### src/duart_pkg.sv
`timescale 1ns / 1ps

package duart_pkg;

    // operation codes on the input channel
    localparam logic [1:0] OP_TICK = 2'd0;
    localparam logic [1:0] OP_RAW  = 2'd1;
    localparam logic [1:0] OP_DEC3 = 2'd2;
    localparam logic [1:0] OP_DEC5 = 2'd3;

    localparam int          GAP_BITS         = 20;
    localparam logic [4:0]  GAP_LAST         = 5'(GAP_BITS);
    localparam logic [15:0] BIT_PERIOD_RESET = 16'd104;
    localparam logic [7:0]  ASCII_ZERO       = 8'h30;

    // floor(r / 10) = (r * RECIP10) >> RECIP_SHIFT for r below 10000
    localparam logic [15:0] RECIP10     = 16'd52429;
    localparam int          RECIP_SHIFT = 19;

    // classified request as it travels from front to back
    typedef struct packed {
        logic        is_tick;
        logic [2:0]  nchars;   // characters in the request
        logic [7:0]  lead;     // first character to send
        logic [13:0] rest;     // value left for the trailing digits
    } item_t;

endpackage

### src/duart_front.sv
`timescale 1ns / 1ps

module duart_front (
    input  logic [1:0]      operation,
    input  logic [15:0]     value,
    output duart_pkg::item_t item
);
    import duart_pkg::*;

    logic [7:0]  byte_val;
    logic [1:0]  hund;
    logic [6:0]  byte_rest;
    logic [2:0]  tenk;
    logic [13:0] word_rest;

    assign byte_val = value[7:0];

    // leading hundreds digit by compare
    always_comb begin
        if (byte_val >= 8'd200) begin
            hund      = 2'd2;
            byte_rest = 7'(byte_val - 8'd200);
        end else if (byte_val >= 8'd100) begin
            hund      = 2'd1;
            byte_rest = 7'(byte_val - 8'd100);
        end else begin
            hund      = 2'd0;
            byte_rest = byte_val[6:0];
        end
    end

    // leading ten-thousands digit, 0..6
    always_comb begin
        tenk = 3'(int'(value >= 16'd10000) + int'(value >= 16'd20000)
                + int'(value >= 16'd30000) + int'(value >= 16'd40000)
                + int'(value >= 16'd50000) + int'(value >= 16'd60000));
        case (tenk)
            3'd1:    word_rest = 14'(value - 16'd10000);
            3'd2:    word_rest = 14'(value - 16'd20000);
            3'd3:    word_rest = 14'(value - 16'd30000);
            3'd4:    word_rest = 14'(value - 16'd40000);
            3'd5:    word_rest = 14'(value - 16'd50000);
            3'd6:    word_rest = 14'(value - 16'd60000);
            default: word_rest = value[13:0];
        endcase
    end

    always_comb begin
        item = '0;
        case (operation)
            OP_TICK: begin
                item.is_tick = 1'b1;
            end
            OP_RAW: begin
                item.nchars = 3'd1;
                item.lead   = byte_val;
            end
            OP_DEC3: begin
                item.nchars = 3'd3;
                item.lead   = ASCII_ZERO + {6'd0, hund};
                item.rest   = {7'd0, byte_rest};
            end
            default: begin
                item.nchars = 3'd5;
                item.lead   = ASCII_ZERO + {5'd0, tenk};
                item.rest   = word_rest;
            end
        endcase
    end

endmodule

### src/duart_queue.sv
`timescale 1ns / 1ps

module duart_queue (
    input  logic             aclk,
    input  logic             aresetn,
    input  logic             push,
    input  duart_pkg::item_t push_item,
    output logic             full,
    input  logic             pop,
    output logic             not_empty,
    output duart_pkg::item_t head
);
    import duart_pkg::*;

    item_t       slot_reg [2];
    logic        wr_ptr_reg, wr_ptr_next;
    logic        rd_ptr_reg, rd_ptr_next;
    logic [1:0]  count_reg, count_next;

    assign full      = (count_reg == 2'd2);
    assign not_empty = (count_reg != 2'd0);
    assign head      = slot_reg[rd_ptr_reg];

    always_comb begin
        wr_ptr_next = wr_ptr_reg ^ push;
        rd_ptr_next = rd_ptr_reg ^ pop;
        count_next  = count_reg + {1'b0, push} - {1'b0, pop};
    end

    always_ff @(posedge aclk) begin
        if (!aresetn) begin
            wr_ptr_reg <= 1'b0;
            rd_ptr_reg <= 1'b0;
            count_reg  <= 2'd0;
        end else begin
            wr_ptr_reg <= wr_ptr_next;
            rd_ptr_reg <= rd_ptr_next;
            count_reg  <= count_next;
        end
    end

    always_ff @(posedge aclk) begin
        if (push) begin
            slot_reg[wr_ptr_reg] <= push_item;
        end
    end

endmodule

### src/duart_back.sv
`timescale 1ns / 1ps

module duart_back (
    input  logic             aclk,
    input  logic             aresetn,
    input  logic             cfg_wr_en,
    input  logic [15:0]      cfg_wr_data,
    input  logic             q_valid,
    input  duart_pkg::item_t q_item,
    output logic             q_pop,
    output logic             m_valid,
    input  logic             m_ready,
    output logic             m_line_level,
    output logic             m_line_driven,
    output logic             m_busy_res,
    output logic             m_rejected
);
    import duart_pkg::*;

    localparam logic [1:0] PH_IDLE = 2'd0;
    localparam logic [1:0] PH_SEND = 2'd1;
    localparam logic [1:0] PH_GAP  = 2'd2;

    logic [15:0] bit_period_reg;
    logic [1:0]  phase_reg, phase_next;
    logic [4:0]  bit_index_reg, bit_index_next;
    logic [15:0] tick_count_reg, tick_count_next;
    logic [7:0]  shift_reg, shift_next;
    logic [2:0]  chars_left_reg, chars_left_next;
    logic [7:0]  char_queue [5];

    logic [13:0] dig_rem_reg, dig_rem_next;
    logic [2:0]  dig_cnt_reg, dig_cnt_next;
    logic [2:0]  dig_idx_reg, dig_idx_next;
    logic [29:0] dig_prod;
    logic [13:0] dig_quot;
    logic [13:0] dig_q10;
    logic [3:0]  dig_val;
    logic        dig_wr;

    logic        m_valid_reg;
    logic        level_reg, driven_reg, busy_reg, rej_reg;

    logic        load;
    logic        rej_now;
    logic        period_end;
    logic [16:0] tick_inc;
    logic [4:0]  bit_inc;
    logic [2:0]  slot;
    logic [2:0]  tap;
    logic        level_now;

    assign q_pop = q_valid && (!m_valid_reg || m_ready);

    // bit timing
    assign tick_inc   = {1'b0, tick_count_reg} + 17'd1;
    assign period_end = (tick_inc >= {1'b0, bit_period_reg});
    assign bit_inc    = bit_index_reg + 5'd1;
    assign slot       = chars_left_reg - 3'd1;

    always_comb begin
        phase_next      = phase_reg;
        bit_index_next  = bit_index_reg;
        tick_count_next = tick_count_reg;
        shift_next      = shift_reg;
        chars_left_next = chars_left_reg;
        load            = 1'b0;
        rej_now         = 1'b0;
        if (q_pop) begin
            if (q_item.is_tick) begin
                case (phase_reg)
                    PH_SEND: begin
                        tick_count_next = period_end ? 16'd0 : tick_inc[15:0];
                        if (period_end) begin
                            if (bit_inc >= 5'd9) begin
                                bit_index_next = 5'd0;
                                phase_next     = PH_GAP;
                            end else begin
                                bit_index_next = bit_inc;
                            end
                        end
                    end
                    PH_GAP: begin
                        tick_count_next = period_end ? 16'd0 : tick_inc[15:0];
                        if (period_end) begin
                            bit_index_next = bit_inc;
                            if (bit_inc >= GAP_LAST || bit_inc == 5'd0) begin
                                bit_index_next = 5'd0;
                                if (chars_left_reg != 3'd0) begin
                                    shift_next      = char_queue[slot];
                                    chars_left_next = slot;
                                    phase_next      = PH_SEND;
                                end else begin
                                    phase_next = PH_IDLE;
                                end
                            end
                        end
                    end
                    default: begin
                        phase_next = PH_IDLE;
                    end
                endcase
            end else if (phase_reg == PH_SEND || phase_reg == PH_GAP) begin
                rej_now = 1'b1;
            end else begin
                load            = 1'b1;
                shift_next      = q_item.lead;
                chars_left_next = q_item.nchars - 3'd1;
                bit_index_next  = 5'd0;
                tick_count_next = 16'd0;
                phase_next      = PH_SEND;
            end
        end
    end

    // trailing digits, least significant first, one per cycle
    assign dig_prod = {16'd0, dig_rem_reg} * {14'd0, RECIP10};
    assign dig_quot = 14'(dig_prod >> RECIP_SHIFT);
    assign dig_q10  = {dig_quot[10:0], 3'b000} + {dig_quot[12:0], 1'b0};
    assign dig_val  = 4'(dig_rem_reg - dig_q10);
    assign dig_wr   = (dig_cnt_reg != 3'd0);

    always_comb begin
        dig_rem_next = dig_rem_reg;
        dig_cnt_next = dig_cnt_reg;
        dig_idx_next = dig_idx_reg;
        if (load) begin
            dig_rem_next = q_item.rest;
            dig_cnt_next = q_item.nchars - 3'd1;
            dig_idx_next = 3'd0;
        end else if (dig_wr) begin
            dig_rem_next = dig_quot;
            dig_cnt_next = dig_cnt_reg - 3'd1;
            dig_idx_next = dig_idx_reg + 3'd1;
        end
    end

    // line as seen after this item
    assign tap = 3'(bit_index_next - 5'd1);
    always_comb begin
        if (phase_next == PH_SEND) begin
            level_now = (bit_index_next == 5'd0) ? 1'b0 : shift_next[tap];
        end else begin
            level_now = 1'b1;
        end
    end

    always_ff @(posedge aclk) begin
        if (!aresetn) begin
            bit_period_reg <= BIT_PERIOD_RESET;
            phase_reg      <= PH_IDLE;
            bit_index_reg  <= 5'd0;
            tick_count_reg <= 16'd0;
            shift_reg      <= 8'd0;
            chars_left_reg <= 3'd0;
            dig_cnt_reg    <= 3'd0;
            dig_idx_reg    <= 3'd0;
            m_valid_reg    <= 1'b0;
        end else begin
            if (cfg_wr_en) begin
                bit_period_reg <= cfg_wr_data;
            end
            phase_reg      <= phase_next;
            bit_index_reg  <= bit_index_next;
            tick_count_reg <= tick_count_next;
            shift_reg      <= shift_next;
            chars_left_reg <= chars_left_next;
            dig_cnt_reg    <= dig_cnt_next;
            dig_idx_reg    <= dig_idx_next;
            if (q_pop) begin
                m_valid_reg <= 1'b1;
            end else if (m_ready) begin
                m_valid_reg <= 1'b0;
            end
        end
    end

    always_ff @(posedge aclk) begin
        dig_rem_reg <= dig_rem_next;
        if (dig_wr && !load) begin
            char_queue[dig_idx_reg] <= ASCII_ZERO + {4'd0, dig_val};
        end
        if (q_pop) begin
            level_reg  <= level_now;
            driven_reg <= (phase_next == PH_SEND);
            busy_reg   <= (phase_next == PH_SEND) || (phase_next == PH_GAP);
            rej_reg    <= rej_now;
        end
    end

    assign m_valid       = m_valid_reg;
    assign m_line_level  = level_reg;
    assign m_line_driven = driven_reg;
    assign m_busy_res    = busy_reg;
    assign m_rejected    = rej_reg;

endmodule

### src/decimal_uart_transmitter.sv
`timescale 1ns / 1ps

// channel   direction  handshake          payload
// s_        in         s_valid/s_ready    s_operation[1:0], s_value[15:0]
// m_        out        m_valid/m_ready    m_line_level, m_line_driven, m_busy_res, m_rejected
// cfg_      in         cfg_wr_en          cfg_wr_data[15:0] (bit_period)
//
// one request per cycle sustained while m_ready is high; each request is held in the
// two-entry queue between classifier and line engine, then its result in output registers
// m_ stalls back up into the queue, s_ready drops only when the queue is full
// reset (aresetn low, synchronous) empties the queue, idles the line, bit_period = 104
// trailing decimal digits are built one per cycle after a send, well before they are needed

module decimal_uart_transmitter (
    input  logic        aclk,
    input  logic        aresetn,
    // configuration
    input  logic        cfg_wr_en,
    input  logic [15:0] cfg_wr_data,
    // request channel
    input  logic        s_valid,
    output logic        s_ready,
    input  logic [1:0]  s_operation,
    input  logic [15:0] s_value,
    // result channel
    output logic        m_valid,
    input  logic        m_ready,
    output logic        m_line_level,
    output logic        m_line_driven,
    output logic        m_busy_res,
    output logic        m_rejected
);
    import duart_pkg::*;

    item_t front_item;
    item_t head_item;
    logic  q_full;
    logic  q_valid;
    logic  q_pop;
    logic  push;

    // request taken whenever the queue has room
    assign s_ready = !q_full;
    assign push    = s_valid && s_ready;

    // classify the request and peel off the leading character
    duart_front u_front (
        .operation (s_operation),
        .value     (s_value),
        .item      (front_item)
    );

    // decouples classification from the line engine
    duart_queue u_queue (
        .aclk      (aclk),
        .aresetn   (aresetn),
        .push      (push),
        .push_item (front_item),
        .full      (q_full),
        .pop       (q_pop),
        .not_empty (q_valid),
        .head      (head_item)
    );

    // bit timing, gap, character sequencing and digit builder
    duart_back u_back (
        .aclk          (aclk),
        .aresetn       (aresetn),
        .cfg_wr_en     (cfg_wr_en),
        .cfg_wr_data   (cfg_wr_data),
        .q_valid       (q_valid),
        .q_item        (head_item),
        .q_pop         (q_pop),
        .m_valid       (m_valid),
        .m_ready       (m_ready),
        .m_line_level  (m_line_level),
        .m_line_driven (m_line_driven),
        .m_busy_res    (m_busy_res),
        .m_rejected    (m_rejected)
    );

endmodule

### config.mk
export PLATFORM = sky130hd
export DESIGN_NAME = decimal_uart_transmitter
export DESIGN_NICKNAME = d
export VERILOG_FILES = /design/src/duart_pkg.sv /design/src/duart_front.sv /design/src/duart_queue.sv /design/src/duart_back.sv /design/src/decimal_uart_transmitter.sv
export SDC_FILE = /design/constraint.sdc
export NUM_CORES = 1
export LEC_CHECK = 0
export ABC_AREA = 1
export BUFFER_PORTS_ARGS = -buffer_cell sky130_fd_sc_hd__buf_4
export CORE_MARGIN = 1.5
export CORE_UTILIZATION = 55
export DETAILED_ROUTE_END_ITERATION = 16
export GPL_TIMING_DRIVEN = 0
export PLACE_DENSITY = 0.84
export SLEW_MARGIN = 20
export SYNTH_ARGS = -nofsm -noshare
export SYNTH_HDL_FRONTEND = slang
export SYNTH_HIERARCHICAL = 1
export SYNTH_SLANG_ARGS = --single-unit
### constraint.sdc
create_clock -name aclk -period 7.72 [get_ports aclk]
set_input_delay 0.772 -clock aclk [delete_from_list [all_inputs] [get_ports aclk]]
set_output_delay 0.772 -clock aclk [all_outputs]
set_load 0.01 [all_outputs]
==> metrics list <==
- Measured in cells, the most critical reg-to-reg path has a length of 20.
- After synthesis the netlist holds a flip-flop and latch count of 152.
* Max_cap viols: 0
- Across all register-to-register paths, the minimum setup slack is 1.50 ns.
- Clock skew on the completed layout was measured at ~0.012 ns.
* Largest register FFs: 52
* Critical path type: reg -> reg
- The floorplan has between 50 and 60 rows.
- Post-Syn Area per Cell: 8.37 sq um
- Leading cell type in the layout, fill and taps excluded: nand2_1
* Library cell used as clock root buffer: clkbuf_16
* Remaining routing DRC violations: 0
- In this run the critical register-to-register path is captured at u_back/char_queue[3][3].
- Of the synthesized area, sequential elements account for 0.305.
- CTS sink count: 152
- By area, the combinational part of the netlist is dominated by adder cells.
- The cell family contributing the most delay on the critical path is adder cells.
* DP Wirelength: 22,800 um
* Max-slew headroom: 0.367
* Ports placed on the boundary: 45
- Height of the die: 156 um
* Signal arrival time at the worst endpoint: 6.39 ns
- Crit path buf inv count: 4
* Number of hold-repair buffers added at the cts stage: 0
- The H-tree was split into 4 levels.
- Setup repair after global routing left no endpoint under its margin.
* Total wirelength of the detailed-routed design: 29,000 um
- First DRT Iteration DRCs: 888
- Post-synthesis to final-layout area growth: 10.2%
- The critical path crosses 20 cells after its start point.
- Largest fanout on the critical path: 5
- DR WL/cell: 15.0 um
- Setup violations, final: 0
- The most critical setup path has its endpoint at u_back/char_queue[3][3].
- No sink is reached through more buffers than the 2 on the longest clock path.
* Simple-Gate Fraction of Synth Area: 0.197
* Quantity of gates resized following cts: 0
- Clock transition at the register clock pins on the worst setup and hold paths after CTS: 0.06 ns
- Xor-xnor portion of the synthesized cell area: 0.0304
- Antenna violations before repair: 0
- CORE AREA: between 20,000 and 25,000 sq um
* Via-to-Cell Ratio: 5.52
* Count of placed standard cells including taps: 1,901
* Adder and majority gate portion of the synthesized area: 0.247
* Final Hold Vio Count: 0
- Placer's final routability congestion estimate: 0.925
- Timing analysis after detailed placement gives a worst setup slack of 1.67 ns.
* Count of cells along the worst hold path: 2
- The critical path starts at u_back/dig_rem_reg[8].
* Critical path startpoint category: flop
- Storage element area: between 3000 and 4000 sq um
* First-pass detailed-route iteration total: 5
- Summed over all failing endpoints, the final setup total negative slack is 0 ns.
* CTS tree: done
* Final cycle utilization of the critical path: 0.805
* Critical Path End Type: flop
- Transition at the pin with the smallest max-transition slack: 0.941 ns
- TritonCTS created 17 clock buffers.
* Fraction of the mapped netlist area in compound gates: 0.0980
- Mux cell area share after synthesis: 0.0284
- Status: finished clean
* GR Overflow Total: 0
* Count of synthesis-stage warnings from yosys: 6
- Entering global routing, the biggest net connects 27 pins.
- The cell that appears most often on the critical path is fa_1.
- Later-pin clock latency in the skew report: 0.42 ns
- Shortest period the worst path allows: between 6 and 7 ns
- The number of antenna diodes in the final layout is 0.
- Setup bufs post-CTS: 0
* Non-Filler Cell Area, Final: 14,200 sq um
- In the synthesized netlist the dominant register cell turns out to be edfxtp_1.
- Share of cells above drive strength 1: 0.112
- CP peak stage delay: between 0.5 and 0.6 ns
* Vias in the first global route: 10,500
- STA puts the critical path data required time at 7.90 ns.
- First-pass GRT wire length: between 40,000 and 50,000 um
* Post-synthesis instance area: 12,900 sq um
* Port Buffer Count: 43
* Synth async-reset ratio: 0
* Combined area of the multi-input logic cells: 7780 sq um
- For this run, the post-layout net count is 1,866.
- Filler cell count in the final layout: 1,884
* Standard cell area after detailed placement: 13,600 sq um
- After synthesis, the netlist uses 59 different library cells.
- Die area: roughly 24,000 sq um
* Sequence of cells on the critical path: ha_1 > fa_1 > inv_1 > fa_1 > fa_1 > inv_1 > fa_1 > inv_1 > fa_1 > inv_1 > ha_1 > nand2_1 > nor3_1 > nand4_1 > nand3_1 > xor2_1 > ha_1 > xnor2_1 > xor2_1 > xor2_1
* Classification of the worst-slack hold path: reg -> reg
- In the post-route analysis, the smallest setup slack over all paths is around 1.5 ns.
- When the netlist entered floorplanning its net count stood at 1,804.
* All-layer global routing usage: 0.248
- The worst register-to-register path begins at u_back/dig_rem_reg[8].
- Synthesized instance count: 1,545
- The detail route stage leaves a number of antenna-violating nets equal to 0.
- Yosys mapped a number of flops with a built-in enable equal to 90.
- Derived from the worst setup path, the maximum achievable clock frequency is 0.161 GHz.
* Non-filler instance count after layout: 1,933
* Effective utilization at floorplan: 0.566
- On the critical path, the stage with the largest delay is an instance of fa_1.
- The final number of max-transition violations is 0.
* Chip width: 156 um
* Total number of vias: 10,700
- In the layout the commonest cells are nand2_1 (312), inv_1 (241), ha_1 (159), nor2_1 (106), a21oi_1 (99).
[synthesized netlist by cell type (7+ instances only)]
master	instances	area share
o21ai_1	16	0.0062
fa_1	59	0.091
nand2_2	11	0.0053
ha_1	161	0.16
dfxtp_1	62	0.096
inv_1	241	0.070
xnor2_1	19	0.013
edfxtp_1	90	0.21
xor2_1	24	0.016
clkbuf_1	12	0.0035
inv_2	16	0.0046
o21ai_0	59	0.023
nor3_1	19	0.0074
nor2_2	7	0.0034
nand4_1	23	0.011
buf_2	11	0.0043
nand3_1	84	0.033
mux2_4	20	0.023
a21oi_1	99	0.038
nor2_1	106	0.031
nand2_1	312	0.091
[worst min-delay path by stage]
stage,startpoint,slack (ns),endpoint
6_report,u_back/bit_period_reg[2],0.46,u_back/bit_period_reg[2]
5_1_grt,u_back/bit_period_reg[8],0.48,u_back/bit_period_reg[8]
4_1_cts,u_back/tick_count_reg[7],0.47,u_back/tick_count_reg[7]
3_5_place_dp,u_back/bit_period_reg[2],0.46,u_back/bit_period_reg[2]
3_3_place_gp,u_back/bit_period_reg[11],0.45,u_back/bit_period_reg[11]
2_1_floorplan,u_back/bit_period_reg[10],0.44,u_back/bit_period_reg[10]
[worst reg2reg max path, stage by stage, from the launching register on]
cell      delay, ns
edfxtp_1       0.52
ha_1           0.39
fa_1           0.56
inv_1          0.10
fa_1           0.49
fa_1           0.54
inv_1          0.05
fa_1           0.51
inv_1          0.05
fa_1           0.49
inv_1          0.04
ha_1           0.31
nand2_1        0.07
nor3_1         0.28
nand4_1        0.13
nand3_1        0.18
xor2_1         0.27
ha_1           0.21
xnor2_1        0.15
xor2_1         0.23
xor2_1         0.40
[kinds of logic after synthesis]
kind of cell             Yosys count
flip-flops                       152
AO/OA/AOI/OAI                    223
XOR/XNOR                          44
adder cells (fa/ha/maj)          220
multiplexers                      26
buffers and inverters            296
AND/OR/NAND/NOR                  584
[per-layer routing]
metal | share of wire | vias to the layer above | track usage
met5 | 0 | - | 0
met4 | 0.016 | 0 | 0.0726
met3 | 0.059 | 43 | 0.0374
met2 | 0.49 | 360 | 0.437
met1 | 0.43 | 5044 | 0.315
li1 | - | 5220 | -
[metrics by stage]
step | hold WS, ns | util
finish | 0.462 | 0.624
global route | 0.479 | 0.624
CTS | 0.466 | 0.623
detailed placement | 0.458 | 0.597
global placement | 0.454 | 0.597
floorplan | 0.440 | -
[final cells by class]
class,count,area share
inverter,261,0.0688
timing repair buffer,43,0.0227
clock inverter,9,0.00509
sequential,152,0.277
tap,313,0.0275
multi-input combinational,1097,0.546
buffer,35,0.0164
clock buffer,23,0.0366
Power is left out: the tool's default activity adds up to more than one toggle a clock period on the data nets, which glitch-free logic cannot reach.
